## src/rtl/rv32e_pkg.sv

```systemverilog
// shared types and constants for the rv32i subset execute unit
package rv32e_pkg;

    localparam int unsigned NumRegsDefault = 32;
    localparam int unsigned DigitW = 4;
    localparam int unsigned Digits = 32 / DigitW;

    localparam logic [2:0] KindBranch = 3'd0;
    localparam logic [2:0] KindUpper  = 3'd1;
    localparam logic [2:0] KindRegOp  = 3'd2;
    localparam logic [2:0] KindImmOp  = 3'd3;
    localparam logic [2:0] KindSystem = 3'd4;

    localparam logic [2:0] F3Beq  = 3'b000;
    localparam logic [2:0] F3Bne  = 3'b001;
    localparam logic [2:0] F3Blt  = 3'b100;
    localparam logic [2:0] F3Bge  = 3'b101;
    localparam logic [2:0] F3Bltu = 3'b110;
    localparam logic [2:0] F3Bgeu = 3'b111;
    localparam logic [2:0] F3Add  = 3'b000;

    localparam logic [4:0] RegA7 = 5'd17;
    localparam logic [31:0] ExitCode = 32'd10;

    localparam logic [1:0] StRun  = 2'd0;
    localparam logic [1:0] StHalt = 2'd1;
    localparam logic [1:0] StErr  = 2'd2;

    typedef struct packed {
        logic [2:0]  kind;
        logic [31:0] instr_word;
    } t_in_word;

    typedef struct packed {
        logic [1:0]  status;
        logic        taken;
        logic [31:0] next_pc;
        logic        reg_written;
        logic [4:0]  dest_reg;
        logic [31:0] dest_value;
        logic        dump_valid;
        logic [31:0] dump_value;
        logic        dump_last;
    } t_out_word;

endpackage

```

## src/rtl/rv32i_subset_execute.sv

```systemverilog
// rv32i subset execute unit: digit-serial alu, register file and pc
// an ordinary word passes through two register-file reads, one load and 8 digit steps
// of 4 bits before its result is registered
// one word at a time: a new word is not accepted until the last result has been taken;
// exit dump gives NUM_REGS results, each waiting until the previous one is taken
// reset: synchronous active low; start_pc and pc clear to zero, run state running,
// registers read as zero through per-entry valid bits
module rv32i_subset_execute
    import rv32e_pkg::*;
#(
    parameter int unsigned NUM_REGS = NumRegsDefault
) (
    input  logic      i_clk,
    input  logic      i_rst_n,
    input  logic      i_valid,
    output logic      o_stall,
    input  t_in_word  i_data,
    output logic      o_valid,
    input  logic      i_stall,
    output t_out_word o_data,
    input  logic      i_cfg_valid,
    output logic      o_cfg_ready,
    input  logic [31:0] i_cfg_data
);

    localparam int unsigned IdxW = $clog2(NUM_REGS);
    localparam int unsigned CntW = $clog2(Digits + 1);

    typedef enum logic [7:0] {
        S_IDLE  = 8'b00000001,
        S_RDA   = 8'b00000010,
        S_RDB   = 8'b00000100,
        S_EXEC  = 8'b00001000,
        S_DONE  = 8'b00010000,
        S_OUT   = 8'b00100000,
        S_DRD   = 8'b01000000,
        S_DOUT  = 8'b10000000
    } t_state;

    t_state r_state, n_state;

    // register file memory, valid bits stand in for the reset clear
    logic [31:0]         r_mem [NUM_REGS];
    logic [NUM_REGS-1:0] r_vld;
    logic [31:0]         r_rdata;
    logic                r_rvld;
    logic                r_rzero;
    logic [4:0]          w_raddr;
    logic                w_we;

    logic [31:0] r_start_pc;
    logic [31:0] r_pc;
    logic [1:0]  r_run;
    t_in_word    r_in;
    logic [31:0] r_a, r_b;      // operand shift registers, low digit out first
    logic [31:0] r_sum;         // result shift register
    logic [31:0] r_pcs;         // pc + offset shift register
    logic        r_cy, r_pcy;
    logic        r_eq;
    logic        r_ltu;
    logic        r_sdiff;       // operand signs differ
    logic [CntW-1:0] r_cnt;
    logic [IdxW:0]   r_didx;
    t_out_word   r_out;
    logic        r_ovalid;

    logic [4:0]  w_rd, w_rs1, w_rs2;
    logic [2:0]  w_f3;
    logic [6:0]  w_f7;
    logic [31:0] w_off, w_imm, w_opb_full;
    logic        w_sub;
    logic [31:0] w_rval;

    assign w_rd  = r_in.instr_word[11:7];
    assign w_f3  = r_in.instr_word[14:12];
    assign w_rs1 = r_in.instr_word[19:15];
    assign w_rs2 = r_in.instr_word[24:20];
    assign w_f7  = r_in.instr_word[31:25];
    assign w_off = {{19{r_in.instr_word[31]}}, r_in.instr_word[31], r_in.instr_word[7],
                    r_in.instr_word[30:25], r_in.instr_word[11:8], 1'b0};
    assign w_imm = {{20{r_in.instr_word[31]}}, r_in.instr_word[31:20]};
    assign w_sub = (r_in.kind == KindRegOp) && (w_f7 != 7'd0);

    // read data: zero for x0, out-of-range numbers and never-written entries
    assign w_rval = (r_rvld && !r_rzero) ? r_rdata : 32'd0;

    always_comb begin
        w_raddr = w_rs2;
        if (r_state == S_RDA) begin
            w_raddr = w_rs1;
        end else if (r_state == S_IDLE && r_run == StRun) begin
            w_raddr = RegA7;
        end else if (r_state == S_DRD || r_state == S_DOUT) begin
            w_raddr = 5'(r_didx);
        end
    end

    always_ff @(posedge i_clk) begin
        r_rdata <= r_mem[w_raddr[IdxW-1:0]];
        r_rvld  <= r_vld[w_raddr[IdxW-1:0]];
        r_rzero <= (w_raddr == 5'd0) || (32'(w_raddr) >= NUM_REGS);
    end

    // execute decision at the end of the digit loop
    logic        w_cond, w_lt_s;
    logic        w_illegal;
    logic        w_wr_ok;
    logic        w_is_wr;
    logic [31:0] w_val;

    // signs differ: the negative operand is the smaller, the unsigned order flips
    assign w_lt_s = r_sdiff ? !r_ltu : r_ltu;
    always_comb begin
        w_illegal = 1'b0;
        w_cond    = 1'b0;
        unique case (w_f3)
            F3Beq:  w_cond = r_eq;
            F3Bne:  w_cond = !r_eq;
            F3Blt:  w_cond = w_lt_s;
            F3Bge:  w_cond = !w_lt_s;
            F3Bltu: w_cond = r_ltu;
            F3Bgeu: w_cond = !r_ltu;
            default: w_illegal = 1'b1;
        endcase
    end

    always_comb begin
        w_is_wr = 1'b0;
        w_val   = r_sum;
        unique case (r_in.kind)
            KindUpper: begin
                w_is_wr = r_in.instr_word[5];
                w_val   = {r_in.instr_word[31:12], 12'd0};
            end
            KindRegOp, KindImmOp: w_is_wr = (w_f3 == F3Add);
            default: w_is_wr = 1'b0;
        endcase
    end
    assign w_wr_ok = w_is_wr && (w_rd != 5'd0) && (32'(w_rd) < NUM_REGS);
    assign w_we    = (r_state == S_DONE) && (r_run == StRun) && w_wr_ok
                     && !(r_in.kind == KindBranch || r_in.kind == KindSystem);

    always_ff @(posedge i_clk) begin
        if (w_we) begin
            r_mem[w_rd[IdxW-1:0]] <= w_val;
        end
    end

    // digit-serial add: operand a plus (b or imm, inverted for sub/compare)
    logic [DigitW:0] w_dsum;
    logic [DigitW-1:0] w_bd;
    logic              w_inv;
    assign w_inv = w_sub || (r_in.kind == KindBranch);
    assign w_bd  = w_inv ? ~r_b[DigitW-1:0] : r_b[DigitW-1:0];
    assign w_dsum = {1'b0, r_a[DigitW-1:0]} + {1'b0, w_bd} + {{DigitW{1'b0}}, r_cy};

    // pc adder works on its own serial pair: r_pcs holds pc, r_b-like offset in r_offs
    logic [31:0] r_offs;
    logic [DigitW:0] w_pcd;
    assign w_pcd = {1'b0, r_pcs[DigitW-1:0]} + {1'b0, r_offs[DigitW-1:0]}
                   + {{DigitW{1'b0}}, r_pcy};

    assign o_stall     = (r_state != S_IDLE) || r_ovalid;
    assign o_cfg_ready = 1'b1;
    assign o_valid     = r_ovalid;
    assign o_data      = r_out;

    always_comb begin
        n_state = r_state;
        unique case (r_state)
            S_IDLE: if (i_valid && !o_stall) n_state = (r_run == StRun) ? S_RDA : S_OUT;
            S_RDA:  n_state = S_RDB;
            S_RDB:  n_state = S_EXEC;
            S_EXEC: if (r_cnt == CntW'(Digits)) n_state = S_DONE;
            S_DONE: n_state = (r_in.kind == KindSystem && !r_in.instr_word[20] && r_a7_ten)
                              ? S_DRD : S_OUT;
            S_OUT:  if (!r_ovalid || !i_stall) n_state = S_IDLE;
            S_DRD:  n_state = S_DOUT;
            S_DOUT: if (!r_ovalid || !i_stall) begin
                n_state = (r_didx == (IdxW+1)'(NUM_REGS - 1)) ? S_IDLE : S_DRD;
            end
            default: n_state = S_IDLE;
        endcase
    end

    logic r_a7_ten;

    always_ff @(posedge i_clk) begin
        if (!i_rst_n) begin
            r_state    <= S_IDLE;
            r_start_pc <= 32'd0;
            r_pc       <= 32'd0;
            r_run      <= StRun;
            r_vld      <= '0;
            r_ovalid   <= 1'b0;
            r_cnt      <= '0;
            r_didx     <= '0;
        end else begin
            r_state <= n_state;
            if (i_cfg_valid && o_cfg_ready) r_start_pc <= i_cfg_data;
            if (r_ovalid && !i_stall) r_ovalid <= 1'b0;
            if (w_we) r_vld[w_rd[IdxW-1:0]] <= 1'b1;
            unique case (r_state)
                S_IDLE: if (i_valid && !o_stall) begin
                    r_in <= i_data;
                    r_cnt <= '0;
                    if (r_run != StRun) begin
                        r_out <= '0;
                        r_out.status <= r_run;
                        r_out.next_pc <= r_pc;
                        r_out.dump_last <= 1'b1;
                        r_ovalid <= 1'b1;
                    end
                end
                S_RDA: r_a7_ten <= (w_rval == ExitCode);
                S_RDB: begin
                    r_a <= w_rval;
                end
                S_EXEC: begin
                    if (r_cnt == '0) begin
                        // the load step loads b and the offset, sets the carry-in for sub/compare, clears the pc carry
                        r_b    <= (r_in.kind == KindImmOp) ? w_imm : w_rval;
                        r_offs <= (r_state == S_EXEC) ? w_off : 32'd0;
                        r_pcs  <= r_pc;
                        r_cy   <= w_sub || (r_in.kind == KindBranch);
                        r_pcy  <= 1'b0;
                        r_eq   <= 1'b1;
                        r_ltu  <= 1'b0;
                    end
                    r_cnt <= r_cnt + CntW'(1);
                end
                S_DONE: begin
                    r_out <= '0;
                    r_out.dump_last <= 1'b1;
                    r_ovalid <= 1'b1;
                    if (r_in.kind == KindBranch && w_illegal) begin
                        r_run <= StErr;
                        r_out.status <= StErr;
                        r_out.next_pc <= r_pc;
                    end else if (r_in.kind == KindSystem && !r_in.instr_word[20]) begin
                        r_out.next_pc <= r_pc;
                        if (r_a7_ten) begin
                            r_run    <= StHalt;
                            r_ovalid <= 1'b0;
                            r_didx   <= '0;
                        end else begin
                            r_run <= StErr;
                            r_out.status <= StErr;
                        end
                    end else if (r_in.kind == KindBranch && w_cond) begin
                        r_pc <= r_pcs;
                        r_out.taken <= 1'b1;
                        r_out.next_pc <= r_pcs;
                    end else begin
                        r_pc <= r_pc + 32'd4;
                        r_out.next_pc <= r_pc + 32'd4;
                        if (w_we) begin
                            r_out.reg_written <= 1'b1;
                            r_out.dest_reg <= w_rd;
                            r_out.dest_value <= w_val;
                        end
                    end
                end
                // dump: the addressed register stays read until the output is free
                S_DOUT: if (!r_ovalid || !i_stall) begin
                    r_out <= '0;
                    r_out.status <= StHalt;
                    r_out.next_pc <= r_pc;
                    r_out.dump_valid <= 1'b1;
                    r_out.dump_value <= w_rval;
                    r_out.dump_last <= (r_didx == (IdxW+1)'(NUM_REGS - 1));
                    r_ovalid <= 1'b1;
                    r_didx <= r_didx + (IdxW+1)'(1);
                end
                default: ;
            endcase
            // the serial datapath shifts one digit per exec cycle after the load
            if (r_state == S_EXEC && r_cnt != '0) begin
                if (r_cnt == CntW'(1)) r_sdiff <= r_a[31] ^ r_b[31];
                r_a    <= {{DigitW{1'b0}}, r_a[31:DigitW]};
                r_b    <= {{DigitW{1'b0}}, r_b[31:DigitW]};
                r_sum  <= {w_dsum[DigitW-1:0], r_sum[31:DigitW]};
                r_cy   <= w_dsum[DigitW];
                r_offs <= {{DigitW{1'b0}}, r_offs[31:DigitW]};
                r_pcs  <= {w_pcd[DigitW-1:0], r_pcs[31:DigitW]};
                r_pcy  <= w_pcd[DigitW];
                r_eq   <= r_eq && (r_a[DigitW-1:0] == r_b[DigitW-1:0]);
                r_ltu  <= (r_a[DigitW-1:0] < r_b[DigitW-1:0]) ? 1'b1 :
                          (r_a[DigitW-1:0] > r_b[DigitW-1:0]) ? 1'b0 : r_ltu;
            end
        end
    end

    assert property (@(posedge i_clk) disable iff (!i_rst_n)
        (r_state == S_DONE && r_in.kind == KindBranch && w_illegal) |=> r_run == StErr)
        else $error("illegal branch did not set error");
    assert property (@(posedge i_clk) disable iff (!i_rst_n)
        r_ovalid && i_stall |=> r_ovalid && $stable(r_out))
        else $error("result changed while stalled");
    assert property (@(posedge i_clk) disable iff (!i_rst_n)
        r_out.dump_valid && r_ovalid |-> r_run == StHalt)
        else $error("dump outside halt");

endmodule

```

## config.mk

```make
export PLATFORM = sky130hd
export DESIGN_NAME = rv32i_subset_execute
export DESIGN_NICKNAME = d
export VERILOG_FILES = /design/src/rtl/rv32e_pkg.sv /design/src/rtl/rv32i_subset_execute.sv
export SDC_FILE = /design/constraint.sdc
export NUM_CORES = 2
export LEC_CHECK = 0
export ABC_AREA = 1
export BUFFER_PORTS_ARGS = -buffer_cell sky130_fd_sc_hd__clkbuf_2
export CORE_UTILIZATION = 62
export DETAILED_ROUTE_END_ITERATION = 10
export GPL_ROUTABILITY_DRIVEN = 0
export PLACE_DENSITY = 0.79
export SETUP_SLACK_MARGIN = 0.4
export SYNTH_ARGS = -nofsm -noshare
export SYNTH_HDL_FRONTEND = slang
export SYNTH_SLANG_ARGS = --single-unit
export TNS_END_PERCENT = 1
```

## constraint.sdc

```tcl
create_clock -name i_clk -period 10 [get_ports i_clk]
set_input_delay 0 -clock i_clk [delete_from_list [all_inputs] [get_ports i_clk]]
set_output_delay 0 -clock i_clk [all_outputs]
set_load 0.1 [all_outputs]
```

==> results <==
- The share of flip-flops with an asynchronous set or reset is 0%.
- The leftover overflow at the end of global routing is 0.
- The signed area change from the synthesized netlist to the final layout is 11.16%.
- TritonCTS built the clock tree.
- The multiplexer share of the synthesized area is 0%.
- The final critical path time including I/O delays and setup is between 4000 and 5000 ps.
- The measured slew at the worst slew-check pin is approximately 1400 ps.
- The compound-cell area share of the yosys netlist is between 2 and 2.5%.
- The initial antenna violation count is 3.
- The dominant combinational cell family by area after synthesis is simple AND/OR/NAND/NOR gates.
- The reg-to-reg critical path endpoint is r_rdata[17].
- The startpoint-to-endpoint class of the critical path is reg2reg.
- The setup slack on the worst flop-to-flop path is between 5000 and 6000 ps.
- The number of standard cells after synthesis is 6059.
- In this run the count of I/O pins placed on the die edge is between 150 and 200.
- The buffer cell driving the clock tree root is sky130_fd_sc_hd__clkbuf_16.
- The flop and latch count out of synthesis is around 1400.
- Post-CTS repair changed the size of 0 cells.
- Across the routed clock network, the largest skew measured is 32.81 ps.
- The kind of path behind the tightest hold check is in2reg.
- The worst path uses between 40 and 50% of the clock period.
- IR analysis of the VDD net gives a maximum drop of around 0.28 mV.
- The floorplan die area is about 0.10 mm2.
- The total power is 18.07 mW.
- The number of buffers created by CTS is around 140.
- The post-route DRC violation count is 0.
- The pin count of the biggest net entering global routing is around 220.
- The endpoint kind of the worst setup timing path is a flip-flop.
- The wire length of the first global-routing pass is around 250000 um.
- The critical register-to-register path startpoint is r_state[4].
- The detail route stage leaves a number of antenna-violating nets equal to 0.
- For this design, the CTS-stage hold fixing added between 60 and 70 buffers.
- After clock tree synthesis, the clock-pin slew on the worst setup and hold paths is roughly 60 ps.
- The clock tree buffer depth is 3.
- The largest fanout of any net on the critical path is roughly 120.
- The power spent charging and discharging nets is a little under 7 mW.
- At the worst endpoint, the arrival time is roughly 5400 ps.
- The mean number of vias per cell is ~6.
- For this configuration, the core starts out at a cell density of a little over three fifths.
- The post-CTS setup buffer count is 0.
- The number of search-and-repair iterations in the first detailed-routing pass is 7.
- The die is roughly 320 um tall.
- For the worst setup path, the data required time is 10700 ps.
- The number of clock sinks is 1430.
- The detailed-route wire length per cell is 22.22 um.
- The run finished with clean final reports.
- The count of final max-slew check failures was 0.
- The chip width is about 320 um.
- In this run the tightest slew margin relative to its limit is 6.462%.
- The maximum clock rate is ~210 MHz.
- During placement, the flow inserted port buffers numbering about 140.
- The synthesized netlist devotes 0.3810% of its cell area to XOR and XNOR gates.
- Net switching is between 30% and 40% of the power.
- The cell area reported after detailed placement is approximately 0.064 mm2.
- The summed negative setup slack over all endpoints is 0 ps.
- The share of power burned in the clock network is ~30%.
- The finished layout cell area is between 0.06 and 0.07 mm2.
- Setup repair after global routing left no endpoint under its margin.
- STA classifies the critical path startpoint as a flip-flop.
- The net count of the finished layout is between 6000 and 7000.
- The cell row count is 115.
- The worst-skew pair later-pin latency is approximately 800 ps.
- The number of max-capacitance violations reported is 0.
- The number of synthesis warnings is 0.
- The share of synthesized cell area in full adder, half adder and majority cells is 0.4314%.
- The analysis attributes to cell leakage a power of around 28 nW.
- In this run, the number of DRC markers left after iteration 0 of detailed routing was 6650.
- The share of synthesized cell area in and, or, nand and nor gates is 22.69%.
- The worst hold margin is roughly 31 ps.
- The number of cells on the worst reg-to-reg path is 17.
- The fraction of layout instances using a drive strength above 1 is 8.096%.
- The worst setup path startpoint is r_state[4].
- After detailed routing, the total wire length is ~170000 um.
- The region available for standard cell placement spans approximately 0.1 mm2.
- The count of final hold-check violations was 0.
- The average size of a mapped cell is 10.24 um2.
- The synthesized netlist contains 49 unique library cells.
- The power per cell area is 261.9 mW/mm2.
- The number of levels the H-tree was split into is 4.
- Setup violations remaining at the end of the flow were counted as 0.
- Summing the sequential cell areas from Yosys gives about two thirds of the chip area.
- The overall via count from detail_route is ~45000.
- The number of enable flip-flop cells after synthesis is roughly 1300.
- Among all flip-flop cells after synthesis, the most frequent one is sky130_fd_sc_hd__edfxtp_1.
- The all-layer global routing usage is approximately 33%.
- Of the total power, combinational logic draws 31.8%.
- The via count of the first global-routing pass is 43580.
- The post-synthesis instance area is slightly above 0.06 mm2.
- Per report_power, the sequential group accounts for roughly two fifths of the total.
- Following the worst setup path forward leads to its endpoint at r_rdata[17].
- The internal cell power is ~11 mW.
- The half-perimeter wire length after placement is 85960 um.
-- worst min path at each step --
| stage | startpoint | cells past startpoint | slack [ps] | end |
|---|---|---|---|---|
| after floorplan | i_data[10] | 0 | 100 | r_in[10] |
| after global placement | i_data[17] | 1 | 180 | r_in[17] |
| after detailed placement | i_data[33] | 1 | 180 | r_in[33] |
| after CTS | i_data[13] | 2 | 2 | r_in[13] |
| after global routing | i_data[13] | 2 | 5 | r_in[13] |
| final | i_data[13] | 2 | 30 | r_in[13] |
-- kinds of logic after synthesis --
logic type                 Yosys count
xor gates and xnor gates            27
and+or+nand+nor                   3278
other                                2
DFF                               1430
buffers and inverters             1044
AOI/OAI and AO/OA                  259
adders and majority gates           19
-- power by group through the flow --
stage                     registers [mW]  clock network [mW]  logic (mW)
after floorplan                     7.68                   0        3.57
after global placement              7.07                   0        5.42
after detailed placement            7.07                   0        5.54
after CTS                           6.95                5.37        5.61
after global routing                6.96                5.62        6.24
final                               6.96                5.37        5.74
-- layer usage --
layer | vias up | track usage (%) | share of wire, %
met5 | - | 0 | 0
met4 | 0 | 18.69 | 5.8
met3 | 566 | 7.117 | 12
met2 | 2924 | 51.85 | 46
met1 | 21400 | 43.16 | 36
li1 | 20320 | - | -
-- final cells by class --
cell class / instances / area [um2]
fillers: 6572 / 29860
inverters: 700 / 2631
flip-flops and latches: 1430 / 41750
multi-input cells: 3616 / 16420
diodes: 1 / 2.502
clock buffers: 199 / 4089
well taps: 1287 / 1610
clock inverters: 58 / 558.0
repair buffers: 272 / 1929
-- state kept, by name (all words and copies together), names as in the netlist, 2 cells and up --
| name | flops |
|---|---|
| r_run | 2 |
| r_pcs | 32 |
| r_mem | 1024 |
| r_rdata | 32 |
| r_vld | 32 |
| o_data | 107 |
| r_pc | 32 |
| r_b | 32 |
| r_sum | 32 |
| r_in | 29 |
| r_didx | 6 |
| r_cnt | 4 |
| r_offs | 17 |
| r_a | 32 |
| r_state | 8 |
-- cells in the mapped netlist (all sizes together) (3+ instances only) --
library cell	count	share of area [%]
clkbuf	129	0.78
nand3	970	7.8
dfxtp	119	3.8
nor3	43	0.40
nand3b	65	0.79
edfxtp	1311	63
nor2	146	0.95
ha	15	0.30
a21oi	95	0.78
a31oi	12	0.15
inv	695	4.2
or2	6	0.060
fa	4	0.13
xnor2	3	0.042
o21ai	99	0.80
nand4	15	0.18
xor2	24	0.34
o31ai	4	0.048
nor4	9	0.091
clkinv	5	0.032
o211ai	31	0.37
buf	215	1.8
nand2	2006	12
o311ai	13	0.18
nor3b	17	0.21
-- critical path, stage by stage (launching register included) --
cell and delay [ps]:
sky130_fd_sc_hd__dfxtp_1 460, sky130_fd_sc_hd__inv_2 40, sky130_fd_sc_hd__nand2_1 100, sky130_fd_sc_hd__nor2_2 60, sky130_fd_sc_hd__nand2_4 350, sky130_fd_sc_hd__nand2_4 150, sky130_fd_sc_hd__nand2_1 140, sky130_fd_sc_hd__nand3_4 500
sky130_fd_sc_hd__nand2_8 820, sky130_fd_sc_hd__buf_4 930, sky130_fd_sc_hd__nand2_1 150, sky130_fd_sc_hd__nand2_1 130, sky130_fd_sc_hd__nand2_1 70, sky130_fd_sc_hd__nand2_1 100, sky130_fd_sc_hd__nand2_1 50, sky130_fd_sc_hd__nand3_1 100
sky130_fd_sc_hd__nand3_1 110, sky130_fd_sc_hd__nand2_1 130
-- cell usage in the layout, fill, tap and decap left out, types with 5 or more instances in the layout --
cell / Yosys / routed
sky130_fd_sc_hd__nor2_1: 138 / 134
sky130_fd_sc_hd__o311ai_0: 7 / 7
sky130_fd_sc_hd__buf_12: 0 / 7
sky130_fd_sc_hd__inv_1: 686 / 655
sky130_fd_sc_hd__dfxtp_1: 119 / 119
sky130_fd_sc_hd__nor2_4: 4 / 7
sky130_fd_sc_hd__o21ai_0: 96 / 80
sky130_fd_sc_hd__nand3_1: 969 / 969
sky130_fd_sc_hd__ha_1: 15 / 15
sky130_fd_sc_hd__o21ai_4: 0 / 6
sky130_fd_sc_hd__nor3_1: 40 / 39
sky130_fd_sc_hd__inv_2: 9 / 40
sky130_fd_sc_hd__nor4_1: 9 / 9
sky130_fd_sc_hd__xor2_1: 24 / 24
sky130_fd_sc_hd__nand2_1: 1999 / 1997
sky130_fd_sc_hd__clkbuf_1: 129 / 35
sky130_fd_sc_hd__edfxtp_1: 1311 / 1311
sky130_fd_sc_hd__a31oi_1: 11 / 11
sky130_fd_sc_hd__clkinv_2: 1 / 19
sky130_fd_sc_hd__dlygate4sd3_1: 0 / 61
sky130_fd_sc_hd__o311ai_1: 6 / 6
sky130_fd_sc_hd__bufinv_16: 0 / 10
sky130_fd_sc_hd__o211ai_1: 31 / 31
sky130_fd_sc_hd__clkbuf_8: 0 / 13
sky130_fd_sc_hd__clkinv_1: 4 / 24
sky130_fd_sc_hd__conb_1: 2 / 33
sky130_fd_sc_hd__nor3b_1: 17 / 17
sky130_fd_sc_hd__a21oi_1: 94 / 93
sky130_fd_sc_hd__buf_4: 11 / 63
sky130_fd_sc_hd__clkbuf_2: 0 / 141
sky130_fd_sc_hd__nor2_2: 4 / 5
sky130_fd_sc_hd__nand4_1: 14 / 14
sky130_fd_sc_hd__o21ai_2: 0 / 12
sky130_fd_sc_hd__clkbuf_16: 0 / 151
sky130_fd_sc_hd__nand3b_1: 65 / 65
-- metrics by stage --
stage          setup WS, ps  utilization [%]  cells
2_1_floorplan         926.9                -   6090
6_report               5281            69.80   7563
3_5_place_dp           5520            64.47   7244
4_1_cts                5461            69.79   7562
3_3_place_gp           5566            64.47   7244
5_1_grt                4903            69.79   7562
Note: power is estimated with default switching activity, not from simulation.
